$ cat src/hw/rtl/sls_pkg.sv
`timescale 1ns / 1ps
`default_nettype none
package sls_pkg;
	localparam int unsigned STACK_DEPTH_DEF = 128;
	localparam int unsigned ID_WIDTH_DEF = 16;
	localparam int unsigned MT_N = 624;
	localparam int unsigned MT_M = 397;
	localparam int unsigned MT_IDX_W = 10;
	localparam logic [31:0] SEED_RESET = 32'd5489;
	localparam logic [31:0] MT_INIT_MULT = 32'd1812433253;
	localparam logic [31:0] MT_MATRIX_A = 32'h9908b0df;

	localparam logic [1:0] OP_PUSH = 2'd0;
	localparam logic [1:0] OP_POP = 2'd1;
	localparam logic [1:0] OP_SHUFFLE = 2'd2;
	localparam logic [1:0] OP_RSVD = 2'd3;

	// commands from controller to datapath
	typedef struct packed {
		logic load_req;
		logic mt_init_start;
		logic mt_twist_start;
		logic draw_start;
		logic swap_start;
		logic finish;
	} sls_cmd_t;

	// status from datapath to controller
	typedef struct packed {
		logic unit_done;
		logic need_twist;
		logic shuffle_more;
		logic is_shuffle;
		logic empty_shuffle;
	} sls_status_t;

	function automatic logic [31:0] mt_temper(input logic [31:0] x);
		logic [31:0] y;
		y = x;
		y = y ^ (y >> 11);
		y = y ^ ((y << 7) & 32'h9d2c5680);
		y = y ^ ((y << 15) & 32'hefc60000);
		y = y ^ (y >> 18);
		return y;
	endfunction
endpackage
`default_nettype wire

$ cat src/hw/rtl/sls_ctrl.sv
`timescale 1ns / 1ps
`default_nettype none
module sls_ctrl (
	input  wire                       clk,
	input  wire                       arst_n,
	input  wire                       start,
	input  wire sls_pkg::sls_status_t status,
	output sls_pkg::sls_cmd_t         cmd,
	output logic                      busy
);
	typedef enum logic [2:0] {S_IDLE, S_OP, S_TWCHK, S_TWWAIT, S_DRAW, S_WAIT, S_FIN} state_t;
	state_t st_q;

	always_comb begin
		cmd = '0;
		cmd.load_req = start && !busy;
		cmd.mt_init_start = (st_q == S_OP) && status.is_shuffle;
		cmd.mt_twist_start = (st_q == S_TWCHK) && status.unit_done && status.need_twist;
		cmd.draw_start = (st_q == S_TWCHK) && status.unit_done && !status.need_twist;
		cmd.finish = (st_q == S_FIN);
	end

	always_ff @(posedge clk or negedge arst_n) begin
		if (!arst_n) begin
			st_q <= S_IDLE;
			busy <= 1'b1;
		end else begin
			unique case (st_q)
				S_IDLE: begin
					busy <= !status.unit_done;
					if (start && !busy) begin
						st_q <= S_OP;
						busy <= 1'b1;
					end
				end
				S_OP: st_q <= (status.is_shuffle && !status.empty_shuffle) ? S_WAIT : S_FIN;
				S_WAIT: if (status.unit_done) st_q <= S_TWCHK;
				S_TWCHK: if (status.unit_done) st_q <= status.need_twist ? S_TWWAIT : S_DRAW;
				S_TWWAIT: if (status.unit_done) st_q <= S_TWCHK;
				S_DRAW: if (status.unit_done) st_q <= status.shuffle_more ? S_TWCHK : S_FIN;
				S_FIN: begin
					st_q <= S_IDLE;
					busy <= 1'b0;
				end
				default: st_q <= S_IDLE;
			endcase
		end
	end
endmodule
`default_nettype wire

$ cat config.mk
export PLATFORM = sky130hd
export DESIGN_NAME = sls_ctrl
export DESIGN_NICKNAME = d
export VERILOG_FILES = /design/src/hw/rtl/sls_pkg.sv /design/src/hw/rtl/sls_ctrl.sv
export SDC_FILE = /design/constraint.sdc
export NUM_CORES = 1
export LEC_CHECK = 0
export BUFFER_PORTS_ARGS = -buffer_cell sky130_fd_sc_hd__buf_2
export CAP_MARGIN = 20
export CORE_AREA = 3 3 40 42
export DETAILED_ROUTE_END_ITERATION = 16
export DIE_AREA = 0 0 43 45
export GPL_TIMING_DRIVEN = 1
export MAX_ROUTING_LAYER = met4
export SETUP_SLACK_MARGIN = 0.1
export SYNTH_ARGS = -nofsm -noshare
export SYNTH_HDL_FRONTEND = slang
export SYNTH_SLANG_ARGS = --single-unit
export TNS_END_PERCENT = 10
$ cat constraint.sdc
create_clock -name clk -period 1 [get_ports clk]
set_input_delay 0.05 -clock clk [delete_from_list [all_inputs] [get_ports clk]]
set_output_delay 0.05 -clock clk [all_outputs]
set_load 0.02 [all_outputs]
# Word-level counts from Yosys, hierarchy flattened
# Index checks and enable logic that the tools add are counted.
[classes]
n_eq_ne = 10
mux = 10
reduce_logical = 14
[op_table]
columns = ["cell", "count"]
rows = [
  ["two-way mux 3 bit", 6],
  ["one-hot mux 3 bit (5 select lines)", 1],
  ["equality test 3 bit, second input constant", 3],
  ["equality test 3 x 2 -> 1 bit, second input constant", 2],
  ["logical AND 1 bit", 6],
  ["inequality test 2 bit, second input constant", 3],
  ["logical NOT 1 bit", 4],
  ["AND reduction 4 bit", 1],
  ["equality test 3 x 1 -> 1 bit, second input constant", 1],
  ["logical NOT 3 bit", 1],
  ["two-way mux 2 bit", 1],
  ["inequality test 2 x 1 -> 1 bit, second input constant", 1],
  ["one-hot mux 1 bit (2 select lines)", 1],
  ["nonzero test 2 bit", 1],
  ["OR reduction 2 bit", 1],
  ["two-way mux 1 bit", 1],
]
[word_totals]
ff_bits = 4
inputBits = 8
out_inout_bits = 7
elab_cells = 36

# Depth between registers and ports, before layout
[logic_depth]
word_depth = 4
depth_mapped = 4
depth_no_buf = 3

# Worst setup path after synthesis
# OpenSTA, ideal clock, no wires.
[synth_path]
path_kind = "register -> output"
from = "register st_q[0]"
to = "output cmd[2] in the netlist's numbering"
t_arrival_ps = 1334
required_time_ps = 950
slack_ps = -384
stages_incl_launch_ff = 3
n_path_buf = 1
cell_sequence = "dfrtp_1 -> buf_6 -> nor4b_1"
[synth_rtl]
columns = ["item", "line", "text"]
rows = [
  ["start, declared", "sls_ctrl.sv:12", "state_t st_q;"],
  ["start signal, assigned", "sls_ctrl.sv:36", "S_OP: st_q <= (status.is_shuffle && !status.empty_shuffle) ? S_WAIT : S_FIN;"],
  ["start signal, assigned", "sls_ctrl.sv:38", "S_TWCHK: if (status.unit_done) st_q <= status.need_twist ? S_TWWAIT : S_DRAW;"],
  ["start signal, assigned", "sls_ctrl.sv:40", "S_DRAW: if (status.unit_done) st_q <= status.shuffle_more ? S_TWCHK : S_FIN;"],
  ["end, declared", "sls_ctrl.sv:8", "output sls_pkg::sls_cmd_t cmd,"],
]

==> results.md <==
* Status: finished, violations left
* Failing checks: setup timing
* HP Class: in -> async
* Clock slew at reported path FFs at 0.04 ns
* Net Switching at 695.7 uW
* Mux contribution to synthesized area at 2.920%
* Minimum clock period at 1.243 ns
* Clock power frac at 11.5%
* Synthesized area at 342.8 sq um
* Setup TNS at -1.483 ns
* Ys flop type: dfrtp_1
* XOR/XNOR Fraction of Synth Area at 0%
* Area of the multi-input gates at 242.7 sq um
* Core box area at 1285 sq um
* Final period util at 124.3%
* Global-route wire length before repair at 1.449 mm
* Internal power at 1181 uW
* CTS tree: done
* Vias in the first global route at 361
* Layout cell share with drive strength beyond 1 at 58.82%
* IO buf count at 13
* Crit path DAT at 1.19 ns
* RSZ-0062 raised after global routing: true
* Final Wtd Congestion at 0.7372
* Hold_ws at 0.1410 ns
* Largest family of logic cells by synthesized area: simple AND/OR/NAND/NOR gates
* R2R cell count at 4
* Post-synthesis cell count at 41
* EDFF count, synth at 0
* Worst vdd ir at 1.283 mV
* CTS H-tree lvls at 1
* Post-synthesis simple-gate area fraction at 32.48%
* Antenna viol nets, final at 0
* MaxCap Viol Count at 0
* DRT iter0 DRCs at 3
* Crit Path Class: reg -> out
* Worst setup margin at -0.2435 ns
* Starting density of the core at 26.68%
* Num rows at 13
* Nets@finish at 77
* Worst slack at placement at -0.1577 ns
* #FFs+latches synth at 4
* Root Driver: clkbuf_4
* Die Ht at 45 um
* Final WL at 836 um
* Count of cell types in the netlist at 26
* F_max at 804.2 MHz
* DRT Pass-1 Iters at 4
* Post-synth top area cell: dfrtp_1
* Clk_lat worst skew at 0.23 ns
* Clock Path Buffers at 2
* Area Overhead vs Synth at 79.56%
* CP startpoint kind: register
* Vias at 378
* Diode count at 0
* Switch share at 37.07%
* Storage cell area at 103.9 sq um
* Worst-path fanout max at 3
* Sequential share of the synthesized area at 29.56%
* Lkg Pwr at 0.0002988 uW
* HPWL after DPL at 622.6 um
* Synth warn at 0
* Sequential Power Share at 19.9%
* Setup Viol. Count Final at 9
* Most frequent cells in the layout: buf_4, buf_2, buf_6
* Overflow after GRT at 0
* CP required at 0.95 ns
* Largest cells by area after synthesis: dfrtp_1, dfstp_2, a21oi_1
* Share of the synthesized area in the top cell type at 21.90%
* Full die area at 1935 sq um
* Combinational Power Share at 68.6%
* Syn avg cell area at 8.362 sq um
* CP endpoint kind: output pin
* I/O pin count at 15
* Count of final hold-check violations at 0
* Largest net degree at the start of global routing at 11
* Vias/cell at 4.554
* Complex-gate fraction of the synthesized area at 23.36%
* Syn Nets at 49
* CTS sink count at 4
* Fillers at 128
* Placed cells at 73
* Residual DRC count at 0
* Commonest non-fill, non-tap cell in the layout: buf_4
* Drt wl/cell at 10.07 um
* Pwr dens at 3049 nW/um^2
* GRT Total Usage at 10.40%
* Initial antenna violation count at 0
* Num CTS Buffers at 3
* Slew Viols, Final at 0
* Synth Area in Adders at 0%
* Die Wd at 43 um
* Clock Skew at 0.005085 ns
* Async S/R FF share, synth at 100.0%
* Fin cells at 83
## synth_stat cells, drive strengths merged (2+ instances only)
cell type / number
nand2b: 4
inv: 2
a21oi: 4
nor3: 3
nor2b: 2
buf: 4
dfrtp: 3
nor2: 3
nand2: 2
## area by class of cell
type	count	area share, %
Sequential cell	4	16.87
Multi-Input combinational cell	31	39.43
Clock buffer	4	4.268
Inverter	2	1.220
Timing Repair Buffer	27	35.16
Tap cell	15	3.049
## registers in the layout, summed over array words and instances, names as in the netlist
| name | flops |
|---|---|
| busy | 1 |
| st_q | 3 |
## power groups by stage
stage,logic [uW],clock network (uW),registers (uW)
3_5_place_dp,970,0,368
6_report,1290,215,374
3_3_place_gp,968,0,362
5_1_grt,1410,240,388
4_1_cts,1200,230,376
2_1_floorplan,596,0,346
## worst max-delay path: stages, from the launching register on
cell,delay [ns]
dfrtp_1,0.38
nand2b_4,0.16
nor4b_2,0.22
buf_2,0.19
## timing repair
action,in CTS,in global routing
hold buffers,1,0
cloned,0,0
setup buffers,4,1
resized for setup,12,8
setup endpoints to repair,10,10
pin swaps,3,1
hold endpoints to repair,4,0
## routing by layer
layer	up-vias	GRT usage, %	wire length, um
met2	8	16.77	444
li1	202	-	-
met5	-	-	0
met4	0	7.229	0
met1	168	11.41	352
met3	0	2.390	39
## worst paths after layout
| path | to | slack (ns) | startpoint |
|---|---|---|---|
| worst max-delay path | cmd[2] | -0.24 | st_q[2] |
| worst min-delay path | st_q[2] | 0.14 | arst_n |
| worst max register to register | busy | -0.18 | st_q[0] |
| worst min register to register | busy | 0.52 | busy |
| max in group asynchronous | busy | 0.65 | arst_n |
| min in group clk | st_q[1] | 0.15 | status[4] |
## metrics by stage
| step | instance area (sq um) | utilization (%) | power (uW) |
|---|---|---|---|
| final | 615.6 | 47.91 | 1877 |
| after global routing | 615.6 | 47.91 | 2038 |
| after CTS | 583.1 | 45.37 | 1803 |
| after detailed placement | 476.7 | 37.10 | 1338 |
| after global placement | 476.7 | 37.10 | 1330 |
| after floorplan | 349.1 | - | 941.4 |
## kinds of logic (layout without fill, tap and decap cells)
kind of cell           after synthesis  after routing
buffers and inverters                6             33
AO/OA/AOI/OAI                       11             11
other                                1              1
AND/OR/NAND/NOR                     18             18
multiplexers                         1              1
flip-flops                           4              4
(Power assumes the default switching activity.)
